<file path="src/hw/rtl/assert_macros.svh">
// assertion macros used by the top level of the sample conversion block
`ifndef ASSERT_MACROS_SVH
`define ASSERT_MACROS_SVH
`ifndef SYNTHESIS
// property must hold at every rising clock edge outside reset
`define CSAT_ASSERT(name, clk, rst, prop) \
   name: assert property (@(posedge clk) disable iff (rst) prop) \
      else $error("assertion failed in %m");
// condition must never be seen at a rising clock edge outside reset
`define CSAT_NEVER(name, clk, rst, cond) \
   name: assert property (@(posedge clk) disable iff (rst) !(cond)) \
      else $error("forbidden condition seen in %m");
`else
`define CSAT_ASSERT(name, clk, rst, prop)
`define CSAT_NEVER(name, clk, rst, cond)
`endif
`endif

</file>
<file path="src/hw/rtl/csat_pkg.sv">
// constants, tables, stage types and helpers of the sample conversion block
`timescale 1ns / 1ps
`default_nettype none
package csat_pkg;

   // field widths
   localparam int CodeW      = 16;
   localparam int CentiW     = 15;
   localparam int TcodeW     = 8;
   localparam int VcodeW     = 8;

   // breakpoint table geometry
   localparam int NumPts     = 33;
   localparam int NumSegs    = NumPts - 1;
   localparam int PtIdxW     = $clog2(NumPts);
   localparam int SegIdxW    = $clog2(NumSegs);
   localparam int SpanW      = 10;   // offset into a segment, at most 700
   localparam int StepW      = 3;    // segment width in units of 100
   localparam int HalfBaseW  = 10;   // segment start in half degrees

   // reciprocal division
   localparam int RecipShift   = 20;
   localparam int RecipCentiW  = 20;
   localparam int RecipHalfW   = 17;
   localparam int NumCentiW    = 13;
   localparam int NumHalfW     = 10;
   localparam int FracCentiW   = 9;
   localparam int FracHalfW    = 4;

   // voltage code
   localparam logic [CodeW-1:0] VoltLow  = 16'd20000;
   localparam logic [CodeW-1:0] VoltHigh = 16'd45500;
   localparam logic [CodeW-1:0] VoltBias = 16'd19950;
   localparam int VoltOfsW  = 15;
   localparam int VoltRecipW = 16;
   localparam logic [VoltRecipW-1:0] VoltRecip = 16'd41944;
   localparam int VoltShift = 22;

   // temperature limits in 0.01 C
   localparam logic signed [CentiW-1:0] OutCenti  = -15'sd10000;
   localparam logic signed [CentiW-1:0] MinCenti  = -15'sd4000;
   localparam logic signed [CentiW-1:0] MaxCenti  = 15'sd12000;
   localparam logic signed [CentiW-1:0] ColdCenti = -15'sd2000;
   localparam logic signed [CentiW-1:0] HotCenti  = 15'sd10750;
   localparam logic [TcodeW-1:0] TcodeMax = 8'd255;

   // thermistor breakpoints, descending, 100 uV units, -40 C first, 5 C apart
   localparam logic [CodeW-1:0] PointVolt [NumPts] = '{
      16'd24400, 16'd24200, 16'd24000, 16'd23800, 16'd23500, 16'd23200,
      16'd22700, 16'd22300, 16'd21700, 16'd21100, 16'd20500, 16'd19900,
      16'd19200, 16'd18600, 16'd18000, 16'd17400, 16'd16800, 16'd16300,
      16'd15900, 16'd15500, 16'd15100, 16'd14800, 16'd14500, 16'd14300,
      16'd14000, 16'd13800, 16'd13700, 16'd13500, 16'd13400, 16'd13300,
      16'd13200, 16'd13100, 16'd13000
   };

   // segment widths in units of 100 (10 mV)
   localparam logic [StepW-1:0] SegStep [NumSegs] = '{
      3'd2, 3'd2, 3'd2, 3'd3, 3'd3, 3'd5, 3'd4, 3'd6,
      3'd6, 3'd6, 3'd6, 3'd7, 3'd6, 3'd6, 3'd6, 3'd6,
      3'd5, 3'd4, 3'd4, 3'd4, 3'd3, 3'd3, 3'd2, 3'd3,
      3'd2, 3'd1, 3'd2, 3'd1, 3'd1, 3'd1, 3'd1, 3'd1
   };

   // locate stage result
   typedef struct packed {
      logic [SegIdxW-1:0]  seg;
      logic                in_range;
      logic [SpanW-1:0]    span;
      logic [StepW-1:0]    step;
      logic [VoltOfsW-1:0] volt_ofs;
   } locate_type;

   // divide stage result
   typedef struct packed {
      logic [SegIdxW-1:0]    seg;
      logic                  in_range;
      logic [FracCentiW-1:0] frac_centi;
      logic [FracHalfW-1:0]  frac_half;
      logic [VcodeW-1:0]     volt_code;
   } quot_type;

   // final result beat
   typedef struct packed {
      logic signed [CentiW-1:0] temp_centi;
      logic                     in_range;
      logic [TcodeW-1:0]        temp_code;
      logic [VcodeW-1:0]        volt_code;
   } result_type;

   // ceil(2^20 / (2 * step)): rounds 5 * span / step to 0.01 C
   function automatic logic [RecipCentiW-1:0] recip_centi(input logic [StepW-1:0] step);
      unique case (step)
         3'd1:    recip_centi = 20'd524288;
         3'd2:    recip_centi = 20'd262144;
         3'd3:    recip_centi = 20'd174763;
         3'd4:    recip_centi = 20'd131072;
         3'd5:    recip_centi = 20'd104858;
         3'd6:    recip_centi = 20'd87382;
         3'd7:    recip_centi = 20'd74899;
         default: recip_centi = '0;
      endcase
   endfunction

   // ceil(2^20 / (10 * step)): rounds span / (10 * step) to half degrees
   function automatic logic [RecipHalfW-1:0] recip_half(input logic [StepW-1:0] step);
      unique case (step)
         3'd1:    recip_half = 17'd104858;
         3'd2:    recip_half = 17'd52429;
         3'd3:    recip_half = 17'd34953;
         3'd4:    recip_half = 17'd26215;
         3'd5:    recip_half = 17'd20972;
         3'd6:    recip_half = 17'd17477;
         3'd7:    recip_half = 17'd14980;
         default: recip_half = '0;
      endcase
   endfunction

   // segment start temperature in 0.01 C
   function automatic logic signed [CentiW-1:0] seg_base_centi(input logic [SegIdxW-1:0] seg);
      seg_base_centi = $signed(CentiW'(seg) * 15'd500) - 15'sd4000;
   endfunction

   // segment start temperature as half degrees above -20 C
   function automatic logic signed [HalfBaseW-1:0] seg_base_half(input logic [SegIdxW-1:0] seg);
      seg_base_half = $signed(HalfBaseW'(seg) * 10'd10) - 10'sd40;
   endfunction

endpackage
`default_nettype wire

</file>
<file path="src/hw/rtl/csat_if.sv">
// request and response channel interfaces of the sample conversion block
`timescale 1ns / 1ps
`default_nettype none
interface csat_req_if;
   import csat_pkg::*;
   logic             valid;
   logic             ready;
   logic [CodeW-1:0] cell_code;

   modport source (output valid, output cell_code, input ready);
   modport sink (input valid, input cell_code, output ready);
endinterface

interface csat_rsp_if;
   import csat_pkg::*;
   logic                     valid;
   logic                     ready;
   logic signed [CentiW-1:0] temp_centi;
   logic                     in_range;
   logic [TcodeW-1:0]        temp_code;
   logic [VcodeW-1:0]        volt_code;

   modport source (output valid, output temp_centi, output in_range,
                   output temp_code, output volt_code, input ready);
   modport sink (input valid, input temp_centi, input in_range,
                 input temp_code, input volt_code, output ready);
endinterface
`default_nettype wire

</file>
<file path="src/hw/rtl/csat_locate.sv">
// input register and segment search with the segment offset and voltage offset
`timescale 1ns / 1ps
`default_nettype none
module csat_locate (
   input  logic                       clock,
   input  logic                       reset,
   input  logic                       in_valid,
   output logic                       in_ready,
   input  logic [csat_pkg::CodeW-1:0] in_code,
   output logic                       out_valid,
   input  logic                       out_ready,
   output csat_pkg::locate_type       out_data
);
   import csat_pkg::*;

   logic             code_vld_ff;
   logic [CodeW-1:0] code_ff;
   logic             loc_vld_ff;
   locate_type       loc_ff;
   locate_type       loc_in;
   logic             code_ready;
   logic             loc_ready;

   logic [NumSegs-1:0] hit;
   logic [SegIdxW-1:0] seg;
   logic [CodeW-1:0]   seg_top;
   logic [CodeW-1:0]   span_full;
   logic [CodeW-1:0]   volt_clamp;
   logic [CodeW-1:0]   volt_diff;

   // stage handshake, bubbles collapse
   assign loc_ready  = !loc_vld_ff || out_ready;
   assign code_ready = !code_vld_ff || loc_ready;
   assign in_ready   = code_ready;
   assign out_valid  = loc_vld_ff;
   assign out_data   = loc_ff;

   // interval compares against every breakpoint pair
   always_comb begin
      for (int i = 0; i < NumSegs; i++) begin
         hit[i] = (code_ff <= PointVolt[i]) && (code_ff >= PointVolt[i+1]);
      end
   end

   // first interval that holds the sample wins
   always_comb begin
      seg = '0;
      for (int i = NumSegs - 1; i >= 0; i--) begin
         if (hit[i]) begin
            seg = SegIdxW'(i);
         end
      end
   end

   // offset from the segment top, voltage clamp and offset
   always_comb begin
      seg_top   = PointVolt[PtIdxW'(seg)];
      span_full = seg_top - code_ff;
      priority if (code_ff < VoltLow) begin
         volt_clamp = VoltLow;
      end else if (code_ff > VoltHigh) begin
         volt_clamp = VoltHigh;
      end else begin
         volt_clamp = code_ff;
      end
      volt_diff         = volt_clamp - VoltBias;
      loc_in.seg        = seg;
      loc_in.in_range   = |hit;
      loc_in.span       = span_full[SpanW-1:0];
      loc_in.step       = SegStep[seg];
      loc_in.volt_ofs   = volt_diff[VoltOfsW-1:0];
   end

   // stage valid bits
   always_ff @(posedge clock) begin
      if (reset) begin
         code_vld_ff <= 1'b0;
         loc_vld_ff  <= 1'b0;
      end else begin
         if (code_ready) begin
            code_vld_ff <= in_valid;
         end
         if (loc_ready) begin
            loc_vld_ff <= code_vld_ff;
         end
      end
   end

   // stage payloads
   always_ff @(posedge clock) begin
      if (code_ready && in_valid) begin
         code_ff <= in_code;
      end
      if (loc_ready && code_vld_ff) begin
         loc_ff <= loc_in;
      end
   end

endmodule
`default_nettype wire

</file>
<file path="src/hw/rtl/csat_divide.sv">
// reciprocal multiplies for the segment fraction and the voltage code
`timescale 1ns / 1ps
`default_nettype none
module csat_divide (
   input  logic                 clock,
   input  logic                 reset,
   input  logic                 in_valid,
   output logic                 in_ready,
   input  csat_pkg::locate_type in_data,
   output logic                 out_valid,
   input  logic                 out_ready,
   output csat_pkg::quot_type   out_data
);
   import csat_pkg::*;

   localparam int ProdCentiW = NumCentiW + RecipCentiW;
   localparam int ProdHalfW  = NumHalfW + RecipHalfW;
   localparam int ProdVoltW  = VoltOfsW + VoltRecipW;

   logic                  quot_vld_ff;
   quot_type              quot_ff;
   quot_type              quot_in;
   logic                  quot_ready;
   logic [NumCentiW-1:0]  num_centi;
   logic [NumHalfW-1:0]   num_half;
   logic [ProdCentiW-1:0] prod_centi;
   logic [ProdHalfW-1:0]  prod_half;
   logic [ProdVoltW-1:0]  prod_volt;

   assign quot_ready = !quot_vld_ff || out_ready;
   assign in_ready   = quot_ready;
   assign out_valid  = quot_vld_ff;
   assign out_data   = quot_ff;

   // (10n + k) / 2k gives 0.01 C, (n + 5k) / 10k gives half degrees
   always_comb begin
      num_centi  = NumCentiW'(in_data.span) * 13'd10 + NumCentiW'(in_data.step);
      num_half   = NumHalfW'(in_data.span) + NumHalfW'(in_data.step) * 10'd5;
      prod_centi = ProdCentiW'(num_centi) * ProdCentiW'(recip_centi(in_data.step));
      prod_half  = ProdHalfW'(num_half) * ProdHalfW'(recip_half(in_data.step));
      prod_volt  = ProdVoltW'(in_data.volt_ofs) * ProdVoltW'(VoltRecip);
      quot_in.seg        = in_data.seg;
      quot_in.in_range   = in_data.in_range;
      quot_in.frac_centi = prod_centi[RecipShift +: FracCentiW];
      quot_in.frac_half  = prod_half[RecipShift +: FracHalfW];
      quot_in.volt_code  = prod_volt[VoltShift +: VcodeW];
   end

   // stage valid bit
   always_ff @(posedge clock) begin
      if (reset) begin
         quot_vld_ff <= 1'b0;
      end else if (quot_ready) begin
         quot_vld_ff <= in_valid;
      end
   end

   // stage payload
   always_ff @(posedge clock) begin
      if (quot_ready && in_valid) begin
         quot_ff <= quot_in;
      end
   end

endmodule
`default_nettype wire

</file>
<file path="src/hw/rtl/csat_pack.sv">
// segment base add, clamping and the output register
`timescale 1ns / 1ps
`default_nettype none
module csat_pack (
   input  logic                 clock,
   input  logic                 reset,
   input  logic                 in_valid,
   output logic                 in_ready,
   input  csat_pkg::quot_type   in_data,
   output logic                 out_valid,
   input  logic                 out_ready,
   output csat_pkg::result_type out_data
);
   import csat_pkg::*;

   logic                        res_vld_ff;
   result_type                  res_ff;
   result_type                  res_in;
   logic                        res_ready;
   logic signed [CentiW-1:0]    centi_sum;
   logic signed [HalfBaseW-1:0] half_sum;

   assign res_ready = !res_vld_ff || out_ready;
   assign in_ready  = res_ready;
   assign out_valid = res_vld_ff;
   assign out_data  = res_ff;

   // segment base plus rounded fraction, code clamp
   always_comb begin
      centi_sum = seg_base_centi(in_data.seg)
                + $signed(CentiW'(in_data.frac_centi));
      half_sum  = seg_base_half(in_data.seg)
                + $signed(HalfBaseW'(in_data.frac_half));
      res_in.in_range   = in_data.in_range;
      res_in.volt_code  = in_data.volt_code;
      res_in.temp_centi = in_data.in_range ? centi_sum : OutCenti;
      priority if (!in_data.in_range || half_sum < 10'sd0) begin
         res_in.temp_code = '0;
      end else if (half_sum > $signed(HalfBaseW'(TcodeMax))) begin
         res_in.temp_code = TcodeMax;
      end else begin
         res_in.temp_code = half_sum[TcodeW-1:0];
      end
   end

   // output valid bit
   always_ff @(posedge clock) begin
      if (reset) begin
         res_vld_ff <= 1'b0;
      end else if (res_ready) begin
         res_vld_ff <= in_valid;
      end
   end

   // output payload
   always_ff @(posedge clock) begin
      if (res_ready && in_valid) begin
         res_ff <= res_in;
      end
   end

endmodule
`default_nettype wire

</file>
<file path="src/hw/rtl/cell_sample_to_temp_and_codes_core.sv">
// top level of the cell sample to temperature and code converter
`timescale 1ns / 1ps
`default_nettype none
`include "assert_macros.svh"
// Converts one 16-bit cell sample (100 uV per unit) per beat into an
// interpolated thermistor temperature in 0.01 C, an in-range flag, an 8-bit
// temperature code (0.5 C steps from -20 C) and an 8-bit voltage code (10 mV
// steps from 2.00 V). Throughput is one sample per clock while responses are
// taken. A sample passes four register stages: the input register, the segment
// search register, the register after the reciprocal multipliers and the
// output register. Every stage takes a new beat when it is empty or its
// successor moves, so a held response stalls the pipe only once all stages are
// full. There are no configuration registers and no state beyond the pipeline.
module cell_sample_to_temp_and_codes_core (
   input  logic        clock,
   input  logic        reset,
   csat_req_if.sink    req_chan,
   csat_rsp_if.source  rsp_chan
);
   import csat_pkg::*;

   logic       loc_valid;
   logic       loc_ready;
   locate_type loc_data;
   logic       quot_valid;
   logic       quot_ready;
   quot_type   quot_data;
   result_type res_data;

   // segment search
   csat_locate u_locate (
      .clock     (clock),
      .reset     (reset),
      .in_valid  (req_chan.valid),
      .in_ready  (req_chan.ready),
      .in_code   (req_chan.cell_code),
      .out_valid (loc_valid),
      .out_ready (loc_ready),
      .out_data  (loc_data)
   );

   // fraction and voltage code
   csat_divide u_divide (
      .clock     (clock),
      .reset     (reset),
      .in_valid  (loc_valid),
      .in_ready  (loc_ready),
      .in_data   (loc_data),
      .out_valid (quot_valid),
      .out_ready (quot_ready),
      .out_data  (quot_data)
   );

   // final assembly and output register
   csat_pack u_pack (
      .clock     (clock),
      .reset     (reset),
      .in_valid  (quot_valid),
      .in_ready  (quot_ready),
      .in_data   (quot_data),
      .out_valid (rsp_chan.valid),
      .out_ready (rsp_chan.ready),
      .out_data  (res_data)
   );

   // response beat fields
   assign rsp_chan.temp_centi = res_data.temp_centi;
   assign rsp_chan.in_range   = res_data.in_range;
   assign rsp_chan.temp_code  = res_data.temp_code;
   assign rsp_chan.volt_code  = res_data.volt_code;

   // out-of-span samples carry the fill temperature and the lowest code
   `CSAT_NEVER(a_out_of_span_fill, clock, reset, rsp_chan.valid && !rsp_chan.in_range && (rsp_chan.temp_centi != OutCenti || rsp_chan.temp_code != '0))
   // interpolated temperature stays inside the table span
   `CSAT_ASSERT(a_centi_span, clock, reset, rsp_chan.valid && rsp_chan.in_range |-> rsp_chan.temp_centi >= MinCenti && rsp_chan.temp_centi <= MaxCenti)
   // code saturates low below -20 C
   `CSAT_ASSERT(a_code_cold, clock, reset, rsp_chan.valid && rsp_chan.in_range && rsp_chan.temp_centi < ColdCenti |-> rsp_chan.temp_code == '0)
   // code saturates high above 107.5 C
   `CSAT_ASSERT(a_code_hot, clock, reset, rsp_chan.valid && rsp_chan.in_range && rsp_chan.temp_centi > HotCenti |-> rsp_chan.temp_code == TcodeMax)

endmodule
`default_nettype wire

</file>
<file path="src/flat_wrapper.sv">
// flat-port wrapper written by rule: the top's interface ports become plain ports
module cell_sample_to_temp_and_codes_core_flat import csat_pkg::*;
  (clock, reset, req_chan_valid, req_chan_cell_code, req_chan_ready, rsp_chan_valid, rsp_chan_temp_centi, rsp_chan_in_range, rsp_chan_temp_code, rsp_chan_volt_code, rsp_chan_ready);
  csat_req_if req_chan_i ();
  csat_rsp_if rsp_chan_i ();
  input  logic clock;
  input  logic reset;
  input wire logic [$bits(req_chan_i.valid)-1:0] req_chan_valid;
  input wire logic [$bits(req_chan_i.cell_code)-1:0] req_chan_cell_code;
  output wire logic [$bits(req_chan_i.ready)-1:0] req_chan_ready;
  output wire logic [$bits(rsp_chan_i.valid)-1:0] rsp_chan_valid;
  output wire logic [$bits(rsp_chan_i.temp_centi)-1:0] rsp_chan_temp_centi;
  output wire logic [$bits(rsp_chan_i.in_range)-1:0] rsp_chan_in_range;
  output wire logic [$bits(rsp_chan_i.temp_code)-1:0] rsp_chan_temp_code;
  output wire logic [$bits(rsp_chan_i.volt_code)-1:0] rsp_chan_volt_code;
  input wire logic [$bits(rsp_chan_i.ready)-1:0] rsp_chan_ready;
  assign req_chan_i.valid = req_chan_valid;
  assign req_chan_i.cell_code = req_chan_cell_code;
  assign req_chan_ready = req_chan_i.ready;
  assign rsp_chan_valid = rsp_chan_i.valid;
  assign rsp_chan_temp_centi = rsp_chan_i.temp_centi;
  assign rsp_chan_in_range = rsp_chan_i.in_range;
  assign rsp_chan_temp_code = rsp_chan_i.temp_code;
  assign rsp_chan_volt_code = rsp_chan_i.volt_code;
  assign rsp_chan_i.ready = rsp_chan_ready;
  cell_sample_to_temp_and_codes_core u_core (.clock(clock), .reset(reset), .req_chan(req_chan_i), .rsp_chan(rsp_chan_i));
endmodule
</file>
<file path="config.mk">
export PLATFORM = sky130hd
export DESIGN_NAME = cell_sample_to_temp_and_codes_core_flat
export DESIGN_NICKNAME = d
export VERILOG_FILES = /design/src/hw/rtl/csat_pkg.sv /design/src/hw/rtl/csat_if.sv /design/src/hw/rtl/csat_locate.sv /design/src/hw/rtl/csat_divide.sv /design/src/hw/rtl/csat_pack.sv /design/src/hw/rtl/cell_sample_to_temp_and_codes_core.sv /design/src/flat_wrapper.sv
export VERILOG_INCLUDE_DIRS = /design/src /design/src/hw/rtl
export SDC_FILE = /design/constraint.sdc
export NUM_CORES = 1
export LEC_CHECK = 0
export CORE_UTILIZATION = 45
export DETAILED_ROUTE_END_ITERATION = 8
export DONT_BUFFER_PORTS = 1
export GPL_TIMING_DRIVEN = 0
export MAX_ROUTING_LAYER = met4
export PLACE_DENSITY_LB_ADDON = 0.3
export SLEW_MARGIN = 20
export SYNTH_ARGS = -nofsm -noshare
export SYNTH_HDL_FRONTEND = slang
export SYNTH_SLANG_ARGS = --single-unit
</file>
<file path="constraint.sdc">
create_clock -name clock -period 23.7 [get_ports clock]
set_clock_uncertainty 0.15 [all_clocks]
set_input_delay 2.37 -clock clock [delete_from_list [all_inputs] [get_ports clock]]
set_output_delay 2.37 -clock clock [all_outputs]
set_load 0.05 [all_outputs]
</file>
### After elaboration in Yosys (flattened, before gate mapping)

Memory sizes are Yosys's and may differ from the RTL's. A register that Yosys moved wholly into a read port is not among the register bits.
Index checks and enable logic that the tools add are counted.

| storage, ports and cells | value |
|---|---|
| register bits after elaboration | 110 |
| bits in latches | 0 |
| RAM bits | 0 |
| memory bits (read-only) | 1,120 |
| input port bits | 20 |
| output and inout port bits | 34 |
| word-level logic and storage cells | 199 |
| memories | 2 |

Memory list:

| name | words | bits a word | read ports | clocked after memory_dff | write ports | RTL line | source |
|---|---|---|---|---|---|---|---|
| (no name shown) | 64 | 16 | 1 | 0 | 0 | csat_locate.sv:57 | `seg_top = PointVolt[PtIdxW'(seg)];` |
| (no name shown) | 32 | 3 | 1 | 1 | 0 | csat_locate.sv:70 | `loc_in.step = SegStep[seg];` |

| cells by class | value |
|---|---|
| add/subtract/negate cells | 8 |
| multiply operators | 7 |
| div/mod/pow operators | 0 |
| $lt $le $gt $ge | 69 |
| equal/unequal tests | 7 |
| shift-type cells | 0 |
| muxes and demuxes | 39 |
| bitwise logic cells | 2 |
| reductions and logical operators | 47 |

Operators with widths:

| cell | number |
|---|---|
| 16-bit by 15-bit less-or-equal comparator with 1-bit output, second input constant | 17 |
| 16-bit by 14-bit greater-or-equal comparator with 1-bit output, second input constant | 16 |
| 16-bit by 15-bit greater-or-equal comparator with 1-bit output, second input constant | 16 |
| 16-bit by 14-bit less-or-equal comparator with 1-bit output, second input constant | 15 |
| 5-bit two-way mux | 32 |
| 20-bit case mux with 7 select lines | 1 |
| 17-bit case mux with 7 select lines | 1 |
| 1-bit logical AND | 36 |
| 32-bit OR reduction | 1 |
| 15-bit two-way mux | 2 |
| 13-bit by 20-bit multiplier with 29-bit output | 1 |
| 15-bit by 13-bit multiplier with 27-bit output, second input constant | 1 |
| 10-bit by 17-bit multiplier with 24-bit output | 1 |
| 10-bit two-way mux | 2 |
| 16-bit > comparator, second input constant | 1 |
| 16-bit by 15-bit < comparator with 1-bit output, second input constant | 1 |
| 15-bit by 10-bit adder with 15-bit output | 1 |
| 14-bit by 12-bit subtractor with 15-bit output, second input constant | 1 |
| 15-bit subtractor, second input constant | 1 |
| 13-bit by 3-bit adder with 13-bit output | 1 |
| 3-bit == test, second input constant | 4 |
| 10-bit by 3-bit multiplier with 12-bit output, second input constant | 1 |
| 5-bit by 7-bit multiplier with 12-bit output, second input constant | 1 |
| 10-bit by 5-bit adder with 10-bit output | 1 |
| 15 further kinds | 24 |

### Depth between registers and ports, before layout

| depth | value |
|---|---|
| word-level depth | 39 |
| depth in mapped cells | 32 |
| depth with buffers taken out | 31 |

### Modules after synthesis

From an unflattened synthesis, not the netlist that was laid out.

| unflattened totals | value |
|---|---|
| cells, all modules | 2,654 |
| area, all modules | 24,641.1 um2 |

Modules (own cells, without submodules):

| module | instances | cells each | area each (um2) | seq. area each (um2) |
|---|---|---|---|---|
| csat_divide | 1 | 1,767 | 16,447.0 | 830.8 |
| csat_locate | 1 | 625 | 5,293.8 | 1,541.5 |
| csat_pack | 1 | 262 | 2,900.3 | 980.9 |

### Worst setup path after synthesis

Ideal clock, no wire load.

| path | value |
|---|---|
| path type | flip-flop to flip-flop |
| start | reg u_core.u_locate.loc_ff (netlist bit u_core.u_locate.out_data[19]) |
| end | reg u_core.u_divide.quot_ff (netlist bit u_core.u_divide.out_data[19]), data pin |
| setup time | 0.262 ns |
| arrival time | 7.771 ns |
| data required time | 23.288 ns |
| slack | 15.517 ns |
| stages on the path, launching flop included | 30 |
| path buffers | 0 |
| period minus slack after synthesis | 8.183 ns |
| path through | edfxtp_1 > ha_1 > ha_1 > inv_1 > fa_1 > nor2b_1 > o21a_1 > o21a_1 > or2_2 > nand3b_1 > a2111oi_0 > xnor2_1 > or3_1 > inv_1 > fa_1 > fa_1 > fa_1 > fa_1 > fa_1 > ha_1 > a21o_1 > a21oi_1 > o21ai_0 > a221oi_1 > o31ai_1 > a41o_1 > o41a_1 > a21oi_1 > o21bai_1 > xor2_1 |

| between the ends | value |
|---|---|
| longest elaborated chain between the ends | 3 |

RTL lines:

| what | RTL line | source |
|---|---|---|
| from (decl) | csat_locate.sv:19 | `locate_type loc_ff;` |
| from (signal assigned) | csat_locate.sv:95 | `loc_ff <= loc_in;` |
| 10-bit by 3-bit multiplier with 12-bit output | csat_divide.sv:37 | `num_centi = NumCentiW'(in_data.span) * 13'd10 + NumCentiW'(in_data.step);` |
| 13-bit by 3-bit adder with 13-bit output | csat_divide.sv:37 |  |
| 13-bit by 20-bit multiplier with 29-bit output | csat_divide.sv:39 | `prod_centi = ProdCentiW'(num_centi) * ProdCentiW'(recip_centi(in_data.step));` |
| via u_core.u_divide.prod_centi[27] | csat_divide.sv:26 | `logic [ProdCentiW-1:0] prod_centi;` |
| to (signal assigned) | csat_divide.sv:61 | `quot_ff <= quot_in;` |
| to (decl) | csat_divide.sv:21 | `quot_type quot_ff;` |

The timed path passes the listed nets, and every way through them passes these cells.
A chain may end at the register's enable or synchronous reset.

### Worst setup path in the final report

Ends and elaborated chain as after synthesis.

==> results.md <==
- Crit-path max FO: 9
- Sequential-to-total area share from yosys stat: 0.142
- Number of clock sinks: 113
- Number of buffers added to fix hold violations after cts: 0
- Largest area contributor in the synthesized netlist: fa_1
- Detailed-route wire length per cell: 21.6 um
- Data arrival time of the critical path: 9230 ps
- Post-detailed-routing wire length: 69000 um
- Share of post-route cells with drive strength above 1: 0.0437
- Most frequent cell after synthesis: inv_1
- Count of cells resized by post-cts repair: 0
- FF-to-FF path depth: 28
- Post-detailed-route via-to-cell ratio: 5.71
- Largest cells by area after synthesis: fa_1 33%, ha_1 16%, edfxtp_1 14%
- List of most frequent post-synthesis cells: 469 x inv_1, 388 x fa_1, 296 x ha_1, 197 x nor2_1, 153 x nand2_1
- Insertion delay to the later sink of the worst-skew pair: 450 ps
- Via count of the first global-routing pass: 19500
- Critical path required time: 23740 ps
- Outcome: finished clean
- Count of nets after finishing: 3211
- Core Footprint: 51600 um^2
- CTS H-Tree Depth: 4
- Slew at the pin closest to its max-slew limit: 1000 ps
- Distinct cell type count after synthesis: 94
- Clock-pin slew on the worst setup and hold paths: 60 ps
- Starting utilization of the core area: 0.458
- Cell with the largest stage delay on the worst path: fa_1
- Last weighted congestion value of the routability-driven placer: 1.05
- RSZ-0062 raised after global routing: false
- Number of setup violations in the final report: 0
- Antenna violations before repair: 0
- Detail Placement HPWL: 57800 um
- I/O pin total: 54
- Critical path startpoint category: register
- Number of vias after detailed routing: 18300
- Antenna cell count: 0
- Chip height: 231 um
- Worst max-slew margin expressed relative to the limit: 0.327
- Termination of the worst setup path: u_core.u_divide.out_data[19]$_DFFE_PP_
- Post-synth EDFFs: 109
- Critical R2R Launch: u_core.u_locate.out_data[19]$_DFFE_PP_
- Post-Synthesis Mean Instance Area: 9.54 um^2
- Fraction of registers with async set/reset: 0
- Number of rows created at floorplan: 83
- Final hold violation count: 0
- Remaining DRCs: 0
- Number of iterations in the first detailed-routing pass: 5
- Pin count of the biggest net entering global routing: 31
- Antenna-violating nets left: 0
- Type of the worst setup path: reg2reg
- Largest incremental delay on the critical path: 640 ps
- Buffers from clock root to sink, at most: 2
- Synth Instances: 2481
- Post-Route Setup TNS: 0 ps
- Number of buffers inserted during clock tree synthesis: 17
- Reg-to-reg critical path endpoint: u_core.u_divide.out_data[19]$_DFFE_PP_
- Highest achievable clock rate: 0.109 GHz
- Area Overhead vs Synth: 6.60%
- Max-cap violations: 0
- Root Driver: clkbuf_16
- CTS tree: done
- First-pass GRT wire length: 109000 um
- IO Port Bufs: 0
- Total number of yosys warnings: 0
- Number of setup buffers added after CTS: 0
- Violation count after the first detailed-routing iteration: 1422
- FF-to-FF setup slack: 14510 ps
- GR Util All Layers: 0.277
- GRT Residual Overflow: 0
- Die area: 53500 um^2
- Fin crit period: 9190 ps
- Synth Cell Area: 23700 um^2
- CP most frequent cell: fa_1
- Period utilization: 0.388
- Slew Viols, Final: 0
- Area fraction of the dominant cell type after synthesis: 0.328
- Prevailing post-synth register cell: edfxtp_1
- Crit. End Element: register
- Register bit total from synthesis: 113
- Die outline width: 231 um
- Hold Path Class: reg2reg
- Timing startpoint of the critical path: u_core.u_locate.out_data[19]$_DFFE_PP_
## registers in the layout, indices dropped and copies added (netlist names)
name,flops
u_core.u_pack.out_data,32
u_core.u_pack.out_valid,1
u_core.u_locate.out_data,34
u_core.u_locate.code_vld_ff,1
u_core.u_divide.out_valid,1
u_core.u_locate.code_ff,16
u_core.u_locate.out_valid,1
u_core.u_divide.out_data,27
## cells by family after synthesis
kind of cell	share of synthesized area
compound gates	0.103
xor+xnor	0.0387
fa+ha+maj	0.485
buf+inv	0.0895
flops	0.142
mux	0.00217
other cells	0.000158
simple gates	0.140
## area by class of cell
cell class	instances	area [um^2]
Tap cell	680	851
Inverter	472	1770
Clock inverter	15	159
Sequential cell	113	3350
Clock buffer	17	425
Multi-Input combinational cell	1819	18200
Fill cell	4807	26400
Timing Repair Buffer	4	78.8
Buffer	80	345
## layer usage
| layer | share of wire | vias up | wire length [um] | track usage |
|---|---|---|---|---|
| met5 | 0 | - | 0 | - |
| met4 | 0.040 | 0 | 2790 | 0.109 |
| met3 | 0.071 | 150 | 4930 | 0.0496 |
| met2 | 0.46 | 739 | 31800 | 0.428 |
| met1 | 0.43 | 9188 | 29500 | 0.360 |
| li1 | - | 8191 | - | - |
## worst max-delay path, delay by kind of cell, from the launching register on
family	cells	cell delay, ps
buffers and inverters	1	70
AO/OA/AOI/OAI	12	2930
XOR/XNOR	2	630
AND/OR/NAND/NOR	4	820
adder cells (fa/ha/maj)	9	3810
flip-flops	1	530
## per-stage QoR
step	utilization	setup WS [ps]	area, um^2	hold WS (ps)	cells
CTS	0.489	14470	25200	266	3200
detailed placement	0.477	14520	24600	255	3168
global placement	0.475	14660	24500	253	3164
floorplan	-	15520	23700	250	2484
global route	0.489	13900	25200	272	3200
finish	0.489	14510	25200	267	3200
## placed cells by master, fill, tap and decap left out, types with 7 or more instances in the layout
cell type  count
ha_1         296
buf_2         27
nand3_1       34
fa_1         388
or3_1         17
nand4_1       16
and3_1        19
or4_1          9
o21bai_1      11
xnor2_1       73
a21oi_1      109
a31oi_1        7
o21ai_0       54
o2111ai_1      7
nor2b_1       22
clkbuf_1      46
nand2b_1      40
inv_1        469
edfxtp_1     109
o211ai_1      13
and2_1        39
nor3_1        43
nand2_1      153
or2_2         21
nor2_1       197
a21o_1        32
o31a_1         9
o21a_1        24
clkbuf_16     17
nor4_1        14
xor2_1        28
## how the worst min path moves through the flow
stage | from | endpoint | slack [ps] | cells after the start
after floorplan | u_core.u_locate.out_data[28]$_DFFE_PP_ | u_core.u_divide.out_data[21]$_DFFE_PP_ | 250 | 0
after global placement | u_core.u_locate.out_data[29]$_DFFE_PP_ | u_core.u_divide.out_data[22]$_DFFE_PP_ | 250 | 0
after detailed placement | u_core.u_locate.out_data[29]$_DFFE_PP_ | u_core.u_divide.out_data[22]$_DFFE_PP_ | 250 | 0
after CTS | u_core.u_divide.out_data[7]$_DFFE_PP_ | u_core.u_pack.out_data[7]$_DFFE_PP_ | 270 | 0
after global routing | u_core.u_divide.out_data[5]$_DFFE_PP_ | u_core.u_pack.out_data[5]$_DFFE_PP_ | 270 | 0
final | u_core.u_divide.out_data[7]$_DFFE_PP_ | u_core.u_pack.out_data[7]$_DFFE_PP_ | 270 | 0
Power is not shown: default switching activity piles up to over one toggle a cycle in this logic, so the estimate is an artifact.
